File: src/design/kmtf_pkg.sv
// Package of shared types and codes for the keyed table with merge and move-to-front.
package kmtf_pkg;

    // Result status codes, as they appear on the status field of a result beat.
    typedef enum logic [2:0] {
        ST_APPENDED = 3'd0,
        ST_MERGED   = 3'd1,
        ST_MOVED    = 3'd2,
        ST_FIRST    = 3'd3,
        ST_NOTFOUND = 3'd4,
        ST_FULL     = 3'd5
    } t_status;

    // Request type codes on the req_type field.
    localparam logic REQ_ADD  = 1'b0;
    localparam logic REQ_MOVE = 1'b1;

    // Fixed payload widths of the channels.
    localparam int unsigned KEY_FIELD_BITS    = 16;
    localparam int unsigned THREAD_FIELD_BITS = 16;
    localparam int unsigned STATUS_BITS       = 3;
    localparam int unsigned POS_BITS          = 4;

endpackage

File: src/design/kmtf_if.sv
// Valid/ready channel interfaces for request and result beats.
interface kmtf_req_if;
    logic                                        valid;
    logic                                        ready;
    logic                                        req_type;
    logic [kmtf_pkg::KEY_FIELD_BITS-1:0]         proc_key;
    logic [kmtf_pkg::THREAD_FIELD_BITS-1:0]      thread_add;

    modport source (output valid, output req_type, output proc_key, output thread_add,
                    input ready);
    modport sink   (input valid, input req_type, input proc_key, input thread_add,
                    output ready);
endinterface

interface kmtf_res_if;
    logic                                        valid;
    logic                                        ready;
    logic [kmtf_pkg::STATUS_BITS-1:0]            status;
    logic [kmtf_pkg::POS_BITS-1:0]               position;
    logic [kmtf_pkg::THREAD_FIELD_BITS-1:0]      thread_total;

    modport source (output valid, output status, output position, output thread_total,
                    input ready);
    modport sink   (input valid, input status, input position, input thread_total,
                    output ready);
endinterface

File: src/design/kmtf_ram.sv
// Table storage: one write port and one read port with registered read data.
module kmtf_ram #(
    parameter int unsigned DEPTH = 16,
    parameter int unsigned WIDTH = 32
) (
    input  logic                     i_clk,
    input  logic                     i_we,
    input  logic [$clog2(DEPTH)-1:0] i_waddr,
    input  logic [WIDTH-1:0]         i_wdata,
    input  logic                     i_re,
    input  logic [$clog2(DEPTH)-1:0] i_raddr,
    output logic [WIDTH-1:0]         o_rdata
);
    logic [WIDTH-1:0] r_mem [DEPTH];
    logic [WIDTH-1:0] r_rdata;

    always_ff @(posedge i_clk) begin
        if (i_we) begin
            r_mem[i_waddr] <= i_wdata;
        end
        if (i_re) begin
            r_rdata <= r_mem[i_raddr];
        end
    end

    assign o_rdata = r_rdata;
endmodule

File: src/design/kmtf_unit.sv
// Shared key compare and saturating thread-count adder.
module kmtf_unit #(
    parameter int unsigned KEY_BITS   = 16,
    parameter int unsigned COUNT_BITS = 16
) (
    input  logic [KEY_BITS-1:0]                      i_key_a,
    input  logic [KEY_BITS-1:0]                      i_key_b,
    input  logic [COUNT_BITS-1:0]                    i_count,
    input  logic [kmtf_pkg::THREAD_FIELD_BITS-1:0]   i_add,
    output logic                                     o_key_eq,
    output logic [COUNT_BITS-1:0]                    o_sum
);
    localparam logic [32:0] COUNT_MAX = (33'd1 << COUNT_BITS) - 33'd1;

    logic [32:0] w_sum;
    logic [32:0] w_sat;

    assign o_key_eq = (i_key_a == i_key_b);

    // The sum clamps at the largest count the table can hold.
    assign w_sum = {1'b0, 32'(i_count)} + {17'b0, i_add};
    assign w_sat = (w_sum > COUNT_MAX) ? COUNT_MAX : w_sum;
    assign o_sum = w_sat[COUNT_BITS-1:0];
endmodule

File: src/design/keyed_table_merge_move_to_front.sv
// Top level of the keyed thread-count table with merge on add and move-to-front.
//
//  Channel   Dir  Payload                              Beat taken when
//  i_req     in   req_type, proc_key, thread_add       valid && ready
//  o_res     out  status, position, thread_total       valid && ready
//
//  One request at a time is worked by a small sequencer around one shared compare
//  and add unit and a single table memory with one read and one write port.
//  The search reads one entry and compares it in the next cycle. A move of index k above
//  zero then moves each entry from k-1 to the head one place toward the tail, reading it
//  and writing it back, and last writes the moved entry at the head.
//  Reset clears the sequencer, the fill count and the result valid; the memory is not
//  cleared, because the search never reads past the fill count.
//  A finished result waits in its output register; the next request is accepted while
//  it waits and is held at its end until the result register is free.
module keyed_table_merge_move_to_front #(
    parameter int unsigned TABLE_DEPTH = 16,
    parameter int unsigned KEY_BITS    = 16,
    parameter int unsigned COUNT_BITS  = 16
) (
    input  logic          i_clk,
    input  logic          i_rst_n,
    kmtf_req_if.sink      i_req,
    kmtf_res_if.source    o_res
);
    localparam int unsigned IW = $clog2(TABLE_DEPTH);
    localparam int unsigned CW = $clog2(TABLE_DEPTH + 1);
    localparam int unsigned WW = KEY_BITS + COUNT_BITS;

    typedef enum logic [3:0] {
        S_IDLE,
        S_RD,
        S_CMP,
        S_HIT,
        S_MISS,
        S_SHRD,
        S_SHWR,
        S_HEAD,
        S_EMIT
    } t_state;

    t_state r_state;

    // Latched request.
    logic                                      r_req;
    logic [KEY_BITS-1:0]                       r_key;
    logic [kmtf_pkg::THREAD_FIELD_BITS-1:0]    r_add;

    logic [IW-1:0]                             r_idx;
    logic [CW-1:0]                             r_count;

    // Entry carried to the head during a move.
    logic [KEY_BITS-1:0]                       r_mk;
    logic [COUNT_BITS-1:0]                     r_mt;

    // Result waiting to be loaded into the output register.
    kmtf_pkg::t_status                         r_res_st;
    logic [kmtf_pkg::POS_BITS-1:0]             r_res_pos;
    logic [COUNT_BITS-1:0]                     r_res_tot;

    // Output register.
    logic                                      r_out_valid;
    logic [kmtf_pkg::STATUS_BITS-1:0]          r_out_st;
    logic [kmtf_pkg::POS_BITS-1:0]             r_out_pos;
    logic [kmtf_pkg::THREAD_FIELD_BITS-1:0]    r_out_tot;

    // Memory port signals.
    logic                                      w_we;
    logic [IW-1:0]                             w_waddr;
    logic [WW-1:0]                             w_wdata;
    logic                                      w_re;
    logic [IW-1:0]                             w_raddr;
    logic [WW-1:0]                             w_rdata;

    logic [KEY_BITS-1:0]                       w_rd_key;
    logic [COUNT_BITS-1:0]                     w_rd_thr;
    logic [COUNT_BITS-1:0]                     w_unit_cnt;
    logic                                      w_key_eq;
    logic [COUNT_BITS-1:0]                     w_sum;

    logic                                      w_in_take;
    logic                                      w_out_free;
    logic [31:0]                               w_key_ext;
    logic [31:0]                               w_idx_ext;
    logic [31:0]                               w_cnt_ext;
    logic [31:0]                               w_tot_ext;

    assign w_rd_key = w_rdata[WW-1:COUNT_BITS];
    assign w_rd_thr = w_rdata[COUNT_BITS-1:0];

    // Keys compare in their low KEY_BITS bits; a key field narrower than KEY_BITS is zero extended.
    assign w_key_ext = {16'b0, i_req.proc_key};
    assign w_idx_ext = 32'(r_idx);
    assign w_cnt_ext = 32'(r_count);
    assign w_tot_ext = 32'(r_res_tot);

    assign w_in_take  = i_req.valid && i_req.ready;
    assign w_out_free = !r_out_valid || o_res.ready;

    assign i_req.ready = (r_state == S_IDLE);

    // A merge adds to the stored count; a new entry adds to zero, which only clamps.
    assign w_unit_cnt = (r_state == S_HIT) ? w_rd_thr : '0;

    kmtf_unit #(
        .KEY_BITS   (KEY_BITS),
        .COUNT_BITS (COUNT_BITS)
    ) u_unit (
        .i_key_a  (w_rd_key),
        .i_key_b  (r_key),
        .i_count  (w_unit_cnt),
        .i_add    (r_add),
        .o_key_eq (w_key_eq),
        .o_sum    (w_sum)
    );

    kmtf_ram #(
        .DEPTH (TABLE_DEPTH),
        .WIDTH (WW)
    ) u_ram (
        .i_clk   (i_clk),
        .i_we    (w_we),
        .i_waddr (w_waddr),
        .i_wdata (w_wdata),
        .i_re    (w_re),
        .i_raddr (w_raddr),
        .o_rdata (w_rdata)
    );

    // Memory port control follows the sequencer state.
    always_comb begin
        w_we    = 1'b0;
        w_waddr = r_idx;
        w_wdata = w_rdata;
        w_re    = 1'b0;
        w_raddr = r_idx;
        case (r_state)
            S_RD: begin
                w_re = 1'b1;
            end
            S_HIT: begin
                // A merge rewrites the hit entry with its new count.
                w_we    = (r_req == kmtf_pkg::REQ_ADD);
                w_wdata = {w_rd_key, w_sum};
            end
            S_MISS: begin
                w_we    = (r_req == kmtf_pkg::REQ_ADD) && (w_cnt_ext < TABLE_DEPTH);
                w_waddr = r_count[IW-1:0];
                w_wdata = {r_key, w_sum};
            end
            S_SHRD: begin
                w_re    = 1'b1;
                w_raddr = r_idx - IW'(1);
            end
            S_SHWR: begin
                w_we = 1'b1;
            end
            S_HEAD: begin
                w_we    = 1'b1;
                w_waddr = '0;
                w_wdata = {r_mk, r_mt};
            end
            default: begin
                w_we = 1'b0;
            end
        endcase
    end

    always_ff @(posedge i_clk) begin
        if (!i_rst_n) begin
            r_state     <= S_IDLE;
            r_count     <= '0;
            r_idx       <= '0;
            r_out_valid <= 1'b0;
        end else begin
            // While emitting, the load below decides the valid bit on its own.
            if (r_out_valid && o_res.ready && (r_state != S_EMIT)) begin
                r_out_valid <= 1'b0;
            end
            case (r_state)
                S_IDLE: begin
                    if (w_in_take) begin
                        r_req   <= i_req.req_type;
                        r_key   <= w_key_ext[KEY_BITS-1:0];
                        r_add   <= i_req.thread_add;
                        r_idx   <= '0;
                        r_state <= (r_count == '0) ? S_MISS : S_RD;
                    end
                end
                S_RD: begin
                    r_state <= S_CMP;
                end
                S_CMP: begin
                    if (w_key_eq) begin
                        r_state <= S_HIT;
                    end else if (w_idx_ext + 32'd1 == w_cnt_ext) begin
                        r_state <= S_MISS;
                    end else begin
                        r_idx   <= r_idx + IW'(1);
                        r_state <= S_RD;
                    end
                end
                S_HIT: begin
                    r_res_pos <= w_idx_ext[kmtf_pkg::POS_BITS-1:0];
                    if (r_req == kmtf_pkg::REQ_ADD) begin
                        r_res_st  <= kmtf_pkg::ST_MERGED;
                        r_res_tot <= w_sum;
                        r_state   <= S_EMIT;
                    end else if (r_idx == '0) begin
                        r_res_st  <= kmtf_pkg::ST_FIRST;
                        r_res_tot <= w_rd_thr;
                        r_state   <= S_EMIT;
                    end else begin
                        r_res_st  <= kmtf_pkg::ST_MOVED;
                        r_res_tot <= w_rd_thr;
                        r_mk      <= w_rd_key;
                        r_mt      <= w_rd_thr;
                        r_state   <= S_SHRD;
                    end
                end
                S_MISS: begin
                    if (r_req == kmtf_pkg::REQ_MOVE) begin
                        r_res_st  <= kmtf_pkg::ST_NOTFOUND;
                        r_res_pos <= '0;
                        r_res_tot <= '0;
                    end else if (w_cnt_ext < TABLE_DEPTH) begin
                        r_res_st  <= kmtf_pkg::ST_APPENDED;
                        r_res_pos <= w_cnt_ext[kmtf_pkg::POS_BITS-1:0];
                        r_res_tot <= w_sum;
                        r_count   <= r_count + CW'(1);
                    end else begin
                        r_res_st  <= kmtf_pkg::ST_FULL;
                        r_res_pos <= '0;
                        r_res_tot <= '0;
                    end
                    r_state <= S_EMIT;
                end
                S_SHRD: begin
                    r_state <= S_SHWR;
                end
                S_SHWR: begin
                    // The entry one place nearer the head has been written here.
                    r_idx   <= r_idx - IW'(1);
                    r_state <= (r_idx == IW'(1)) ? S_HEAD : S_SHRD;
                end
                S_HEAD: begin
                    r_state <= S_EMIT;
                end
                S_EMIT: begin
                    if (w_out_free) begin
                        r_out_valid <= 1'b1;
                        r_out_st    <= r_res_st;
                        r_out_pos   <= r_res_pos;
                        r_out_tot   <= w_tot_ext[kmtf_pkg::THREAD_FIELD_BITS-1:0];
                        r_state     <= S_IDLE;
                    end
                end
                default: begin
                    r_state <= S_IDLE;
                end
            endcase
        end
    end

    assign o_res.valid        = r_out_valid;
    assign o_res.status       = r_out_st;
    assign o_res.position     = r_out_pos;
    assign o_res.thread_total = r_out_tot;
endmodule

File: src/flat_wrapper.sv
// flat-port wrapper written by rule: the top's interface ports become plain ports
module keyed_table_merge_move_to_front_flat 
#(
    parameter int unsigned TABLE_DEPTH = 16,
    parameter int unsigned KEY_BITS    = 16,
    parameter int unsigned COUNT_BITS  = 16
)
  (i_clk, i_rst_n, i_req_valid, i_req_req_type, i_req_proc_key, i_req_thread_add, i_req_ready, o_res_valid, o_res_status, o_res_position, o_res_thread_total, o_res_ready);
  kmtf_req_if i_req_i ();
  kmtf_res_if o_res_i ();
  input  logic i_clk;
  input  logic i_rst_n;
  input wire logic [$bits(i_req_i.valid)-1:0] i_req_valid;
  input wire logic [$bits(i_req_i.req_type)-1:0] i_req_req_type;
  input wire logic [$bits(i_req_i.proc_key)-1:0] i_req_proc_key;
  input wire logic [$bits(i_req_i.thread_add)-1:0] i_req_thread_add;
  output wire logic [$bits(i_req_i.ready)-1:0] i_req_ready;
  output wire logic [$bits(o_res_i.valid)-1:0] o_res_valid;
  output wire logic [$bits(o_res_i.status)-1:0] o_res_status;
  output wire logic [$bits(o_res_i.position)-1:0] o_res_position;
  output wire logic [$bits(o_res_i.thread_total)-1:0] o_res_thread_total;
  input wire logic [$bits(o_res_i.ready)-1:0] o_res_ready;
  assign i_req_i.valid = i_req_valid;
  assign i_req_i.req_type = i_req_req_type;
  assign i_req_i.proc_key = i_req_proc_key;
  assign i_req_i.thread_add = i_req_thread_add;
  assign i_req_ready = i_req_i.ready;
  assign o_res_valid = o_res_i.valid;
  assign o_res_status = o_res_i.status;
  assign o_res_position = o_res_i.position;
  assign o_res_thread_total = o_res_i.thread_total;
  assign o_res_i.ready = o_res_ready;
  keyed_table_merge_move_to_front #(.TABLE_DEPTH(TABLE_DEPTH), .KEY_BITS(KEY_BITS), .COUNT_BITS(COUNT_BITS)) u_core (.i_clk(i_clk), .i_rst_n(i_rst_n), .i_req(i_req_i), .o_res(o_res_i));
endmodule
File: config.mk
export PLATFORM = sky130hd
export DESIGN_NAME = keyed_table_merge_move_to_front_flat
export DESIGN_NICKNAME = d
export VERILOG_FILES = /design/src/design/kmtf_pkg.sv /design/src/design/kmtf_if.sv /design/src/design/kmtf_ram.sv /design/src/design/kmtf_unit.sv /design/src/design/keyed_table_merge_move_to_front.sv /design/src/flat_wrapper.sv
export SDC_FILE = /design/constraint.sdc
export NUM_CORES = 1
export LEC_CHECK = 0
export ABC_AREA = 1
export BUFFER_PORTS_ARGS = -buffer_cell sky130_fd_sc_hd__buf_2
export CORE_MARGIN = 5
export CORE_UTILIZATION = 40
export CTS_CLUSTER_SIZE = 8
export DETAILED_ROUTE_END_ITERATION = 10
export PLACE_DENSITY_LB_ADDON = 0.15
export SKIP_LAST_GASP = 1
export SLEW_MARGIN = 20
export SYNTH_ARGS = -nofsm -noshare
export SYNTH_HDL_FRONTEND = slang
export SYNTH_SLANG_ARGS = --single-unit
File: constraint.sdc
create_clock -name i_clk -period 3.4 [get_ports i_clk]
set_clock_uncertainty 0.05 [all_clocks]
set_input_delay 0.17 -clock i_clk [delete_from_list [all_inputs] [get_ports i_clk]]
set_output_delay 0.17 -clock i_clk [all_outputs]
set_load 0.01 [all_outputs]
Word-level counts from Yosys, hierarchy flattened --
Memories as Yosys holds them, arrays and structs flattened. A register that Yosys moved wholly into a read port is not among the register bits. Index checks and enable logic that the tools add are counted.
Storage, ports and cells: memory bits (writable) 512, latch bits 0, memory bits (read-only) 0, input port bits 37, register bits after elaboration 125, logic and storage cells 99, output and inout port bits 25, memories kept 1
Memory list:
- u_core.u_ram.r_mem | words 16, width 32, read ports 1, clocked after Yosys merged registers in 1, write ports 1, RTL line kmtf_ram.sv:14 | logic [WIDTH-1:0] r_mem [DEPTH];
Operators by class: mux-type cells 37, $lt $le $gt $ge 2, bitwise gates (word level) 2, equality and inequality tests 16, reductions and logical operators 21, multiply operators 0, divide/modulo/power cells 0, shifts and indexed selects 0, add/sub/neg operators 5
Operators by type and width (count):
- 32-bit one-hot mux with 3 select lines | 1
- 16-bit 2-to-1 mux | 5
- 4-bit 2-to-1 mux | 11
- 32-bit by 5-bit equality test with 1-bit output | 1
- 16-bit one-hot mux with 2 select lines | 1
- 4-bit one-hot mux with 8 select lines | 1
- 16-bit by 16-bit adder with 17-bit output | 1
- 17-bit by 16-bit greater-than comparator with 1-bit output (second input constant) | 1
- 16-bit equality test | 1
- 4-bit by 3-bit equality test with 1-bit output (second input constant) | 4
- 4-bit one-hot mux with 2 select lines | 2
- 3-bit 2-to-1 mux | 5
- 4-bit one-hot mux with 3 select lines | 1
- 3-bit AND reduction | 3
- 4-bit by 1-bit equality test with 1-bit output (second input constant) | 2
- 4-bit by 2-bit equality test with 1-bit output (second input constant) | 2
- 4-bit logical NOT | 2
- 4-bit AND reduction | 2
- 1-bit 2-to-1 mux | 7
- 2-bit != test (second input constant) | 3
- 3-bit one-hot mux with 2 select lines | 1
- 2-bit OR reduction | 3
- 4-bit by 1-bit adder with 5-bit output (second input constant) | 1
- 5-bit by 1-bit adder with 5-bit output (second input constant) | 1
- other kinds (16) | 21

Depth between registers and ports, before layout --
word-level depth 8, depth in mapped cells 20, depth with buffers taken out 19

By module --
A second synthesis with hierarchy kept.
Unflattened totals: cells, all modules 2900, area, all modules 29951.2 um2
By module, submodules not included:
- kmtf_ram | times used 1, cells an instance 2122, area each 23065.9 um2, sequential area each 16335.7 um2
- keyed_table_merge_move_to_front | times used 1, cells an instance 535, area each 5551.6 um2, sequential area each 3613.5 um2
- kmtf_unit | times used 1, cells an instance 243, area each 1333.8 um2, sequential area each 0.0 um2

Worst setup path after synthesis --
No wires, ideal clock.
path type flip-flop to flip-flop, start point reg u_core.r_state[0], end point reg u_core.r_add[0] in the netlist's numbering, enable pin, cell stages (with the launch flop) 6, data required time 2.886 ns, library setup time 0.464 ns, path buffers 0, path slack -0.305 ns, period minus slack after synthesis 3.705 ns, arrival 3.191 ns, cells stage by stage dfxtp_1 -> nor2_1 -> inv_1 -> nor2_1 -> inv_1 -> nor3_1
Between the ends: word-level cells in the longest chain between the ends 3
Ends and longest elaborated chain:
- from (decl) | RTL line keyed_table_merge_move_to_front.sv:42 | t_state r_state;
- from (signal assigned) | RTL line keyed_table_merge_move_to_front.sv:187 | r_state <= (r_count == '0) ? S_MISS : S_RD;
- from (signal assigned) | RTL line keyed_table_merge_move_to_front.sv:244 | r_state <= (r_idx == IW'(1)) ? S_HEAD : S_SHRD;
- 4-bit logical NOT * | RTL line keyed_table_merge_move_to_front.sv:100 | assign i_req.ready = (r_state == S_IDLE);
- via i_req_ready | RTL line flat_wrapper.sv:17 | output wire logic [$bits(i_req_i.ready)-1:0] i_req_ready;
- 1-bit logical AND | RTL line keyed_table_merge_move_to_front.sv:97 | assign w_in_take = i_req.valid && i_req.ready;
- 3-bit AND reduction (no line) *
- to (signal assigned) | RTL line keyed_table_merge_move_to_front.sv:185 | r_add <= i_req.thread_add;
- to (decl) | RTL line keyed_table_merge_move_to_front.sv:47 | logic [kmtf_pkg::THREAD_FIELD_BITS-1:0] r_add;
The timed path passes the listed nets; every way through them passes the cells marked *. A chain may end at the register's enable or synchronous reset.

Worst setup path in the final report --
start point reg u_core.r_state[2], end point mem u_core.u_ram.r_mem[8][11] (data pin)
Between the ends: word-level cells in the longest chain between the ends 6, elaborated cells on any way between the ends 8
Ends and longest elaborated chain:
- 4-bit by 2-bit equality test with 1-bit output | RTL line keyed_table_merge_move_to_front.sv:103, keyed_table_merge_move_to_front.sv:137
- 16-bit 2-to-1 mux | RTL line keyed_table_merge_move_to_front.sv:103 | assign w_unit_cnt = (r_state == S_HIT) ? w_rd_thr : '0;
- 16-bit by 16-bit adder with 17-bit output | RTL line kmtf_unit.sv:21 | assign w_sum = {1'b0, 32'(i_count)} + {17'b0, i_add};
- 17-bit by 16-bit greater-than comparator with 1-bit output | RTL line kmtf_unit.sv:22 | assign w_sat = (w_sum > COUNT_MAX) ? COUNT_MAX : w_sum;
- 16-bit 2-to-1 mux | RTL line kmtf_unit.sv:22
- 32-bit one-hot mux with 3 select lines * | RTL line keyed_table_merge_move_to_front.sv:137 | case (r_state)
- via u_core.u_ram.i_wdata[11] | RTL line kmtf_ram.sv:9 | input logic [WIDTH-1:0] i_wdata,
- to (decl) | RTL line kmtf_ram.sv:14
Marks and branches as above.

==> run_results.csv <==
group,metric,value,unit
clock_tree,cts_setup_buffers,0,
power,swShare,0.291,
final_layout,diodes,0,
setup_path,r2r-start,"u_core.r_state[2]",
min_path,hold_start,"i_req_valid",
sta,holdWs,0.0628,ns
synthesis,synth.area.top_cells,"edfxtp_1 (70%), o211ai_1 (6.8%), nand2_1 (4.8%)",
synthesis,yosys_warnings,0,
power,p_leak,12.2,nW
synthesis,ys.flop_type,"edfxtp_1",
routing,drt-initial-drc-count,1659,
setup_path,reg2reg_to,"u_core.u_ram.r_mem[8][11]",
setup_path,crit_type,"reg -> reg",
place,dpl.hpwl,43200,um
setup_path,reg2regPathDepth,19,
status,status,"complete, no violations",
synthesis,ys_ff_latch,669,
setup_path,required,3.70,ns
clock_tree,cts_inserted_buffers,94,
min_path,holdPathStages,5,
setup_path,cp-end-kind,"flip-flop",
run,drv_cap,0,
setup_path,slowest_stage,"nand2_1",
global_route,grt_pass1_wl,113000,um
floorplan,rows,96,
sta,period_needed,3.16,ns
synthesis,syn_nets,2327,
min_path,min_path_type,"in -> reg",
sta,slew_headroom,0.272,
global_route,first_global_vias,17700,
final_layout,layout-drive-gt1-share,0.137,
clock_tree,cts_tree,"built",
power,switching_power,6.75,mW
global_route,grt_max_degree,129,
global_route,overflow,0,
sta,rsz0062_at_grt,"yes",
setup_path,startpoint_type,"flip-flop",
routing,first_pass_iters,5,
floorplan,num_io_pins,62,
power,p_int,16.4,mW
sta,slew_violations,0,
synthesis,synth_edf_count,655,
clock_tree,clk_pin_slew_worst_paths,0.05,ns
synthesis,synth_cells,2268,
power,combinationalPowerShare,0.201,
synthesis,yosysMostFrequentCell,"edfxtp_1",
clock_tree,h-tree-depth,3,
clock_tree,cts.sinks,669,
clock_tree,clockBufferDepth,3,
sta,setup_slack,0.238,ns
place,gp_congestion,0.868,
place,numPortBuffers,61,
synthesis,synth.largest_area_cell,"edfxtp_1",
final_layout,fin_util,0.483,
floorplan,initial_core_util,0.405,
floorplan,fp.coreArea,68900,um2
routing,drc,0,
power,p_seq_frac,0.440,
power,vdd_drop_max,0.000460,V
floorplan,die_h,274,um
power,clkPwrFrac,0.358,
synthesis,netlist_area,27900,um2
setup_path,crit_fanout,16,
power,p_per_area,696,nW/um2
synthesis,synth_area_per_cell,12.3,um2
routing,num_vias,18400,
sta,setup_viol,0,
sta,period_share,0.930,
setup_path,crit_path_max_incr_delay,0.43,ns
routing,drt_wl_total,75800,um
power,power.total,23.2,mW
routing,ant_nets,0,
min_path,min_to,"u_core.r_state[1]",
floorplan,dieArea,75200,um2
setup_path,cpMostUsedCell,"nand2_1",
synthesis,synth_commonest_cells,"edfxtp_1 (655), nand2_1 (359), o211ai_1 (252)",
synthesis,synth.distinct_cells,36,
setup_path,path_cells,"nor2_1 -> inv_1 -> nor2_1 -> inv_2 -> nor2_1 -> ha_1 -> inv_1 -> fa_1 -> inv_1 -> nand3_1 -> nand2_1 -> nand2_1 -> nand3_1 -> nand2_1 -> nor2_2 -> nor2_4 -> nand2_1 -> nand2_1 -> nand2_1",
global_route,antenna_found_initial,0,
sta,hold_viol,0,
routing,viasPerCell,5.40,
final_layout,nets,2519,
synthesis,synth_top_area_frac,0.705,
setup_path,worst_ep_arrival_time,3.46,ns
place,place_ws,-0.00842,ns
setup_path,rrSetupSlack,0.24,ns
sta,max_freq,316,MHz
final_layout,syn_to_final_growth,19.3,%
synthesis,async_reset_ff_frac,0,
sta,tightest_slew,1.09,ns
synthesis,yosysSeqAreaShare,0.715,
clock_tree,cts-root-buf,"clkbuf_16",
routing,wire_per_inst,22.3,um
clock_tree,clkLatencyLatePin,0.65,ns
global_route,grt_use_total,0.200,
floorplan,die_w,274,um
[layer usage]
layer | vias up | routed length (um) | track usage
met5 | - | 0 | 0
met4 | 0 | 1670 | 0.0527
met3 | 114 | 4590 | 0.0372
met2 | 590 | 35000 | 0.319
met1 | 9155 | 34600 | 0.285
li1 | 8523 | - | -
[cell type report]
type | instances | area (um2)
fillers | 6086 | 35600
flip-flops and latches | 669 | 19900
multi-input cells | 1238 | 6760
clock buffers | 104 | 2410
repair buffers | 215 | 1960
well taps | 931 | 1160
inverters | 242 | 911
clock inverters | 8 | 155
[worst max-delay path by stage]
stage                      start                        end  depth (start not counted)
2_1_floorplan  u_core.r_state[1]   u_core.u_ram.r_mem[0][3]                         16
6_report       u_core.r_state[2]  u_core.u_ram.r_mem[8][11]                         19
5_1_grt        u_core.r_state[2]   u_core.u_ram.r_mem[1][3]                         19
3_3_place_gp   u_core.r_state[2]  u_core.u_ram.r_mem[1][12]                         17
4_1_cts        u_core.r_state[2]   u_core.u_ram.r_mem[0][3]                         19
3_5_place_dp   u_core.r_state[2]  u_core.u_ram.r_mem[10][2]                         17
[cell families (layout without fill, tap and decap cells)]
kind of cell	Yosys count	after routing	synth area share
and+or+nand+nor	701	701	0.101
AOI/OAI and AO/OA	504	504	0.118
DFF	669	669	0.715
xor gates and xnor gates	11	11	0.00345
adders and majority gates	22	22	0.0101
buffers and inverters	361	569	0.0533
[sequential cells by signal, indices dropped and copies added, names as in the netlist, 5 cells and up]
register	cells
u_core.u_ram.r_mem	512
u_core.r_mt	16
u_core.r_key	16
u_core.u_ram.o_rdata	32
u_core.r_add	16
u_core.o_res.thread_total	16
u_core.r_count	5
u_core.r_mk	16
u_core.r_res_tot	16
[stage by stage]
step	std cells	instance area [um2]	TNS, ns
after floorplan	2268	27900	0
after global placement	3258	30300	-2.32
after detailed placement	3259	30300	-0.279
after CTS	3406	33200	0
after global routing	3407	33300	-0.502
final	3407	33300	0
[power groups by stage]
stage	registers (mW)	logic [mW]	clock network [mW]
floorplan	10.3	2.69	0
global placement	10.4	4.57	0
detailed placement	10.4	4.62	0
CTS	10.2	4.67	8.52
global route	10.2	5.13	8.87
finish	10.2	4.67	8.31
[placed cells by master, fill, tap and decap left out, drive strengths merged, types with 21 or more instances in the layout]
cell,n
nand3,98
inv,242
nor2,225
a21oi,35
dlygate4sd3,35
nand2,361
clkbuf,105
ha,21
edfxtp,655
o211ai,252
o21ai,171
buf,179
[worst max-delay path: cells and delay by family (launching register included)]
kind,cells,cell delay [ns]
flip-flops,1,0.31
buffers and inverters,4,0.32
AND/OR/NAND/NOR,13,1.61
adder cells (fa/ha/maj),2,0.57
[repair_timing]
action | in CTS | in global routing
endpoints found under the hold margin | 44 | 0
endpoints found under the setup margin | 48 | 176
gates resized for setup | 1 | 6
cloned | 0 | 0
hold buffers | 35 | 0
(Power assumes the default switching activity.)
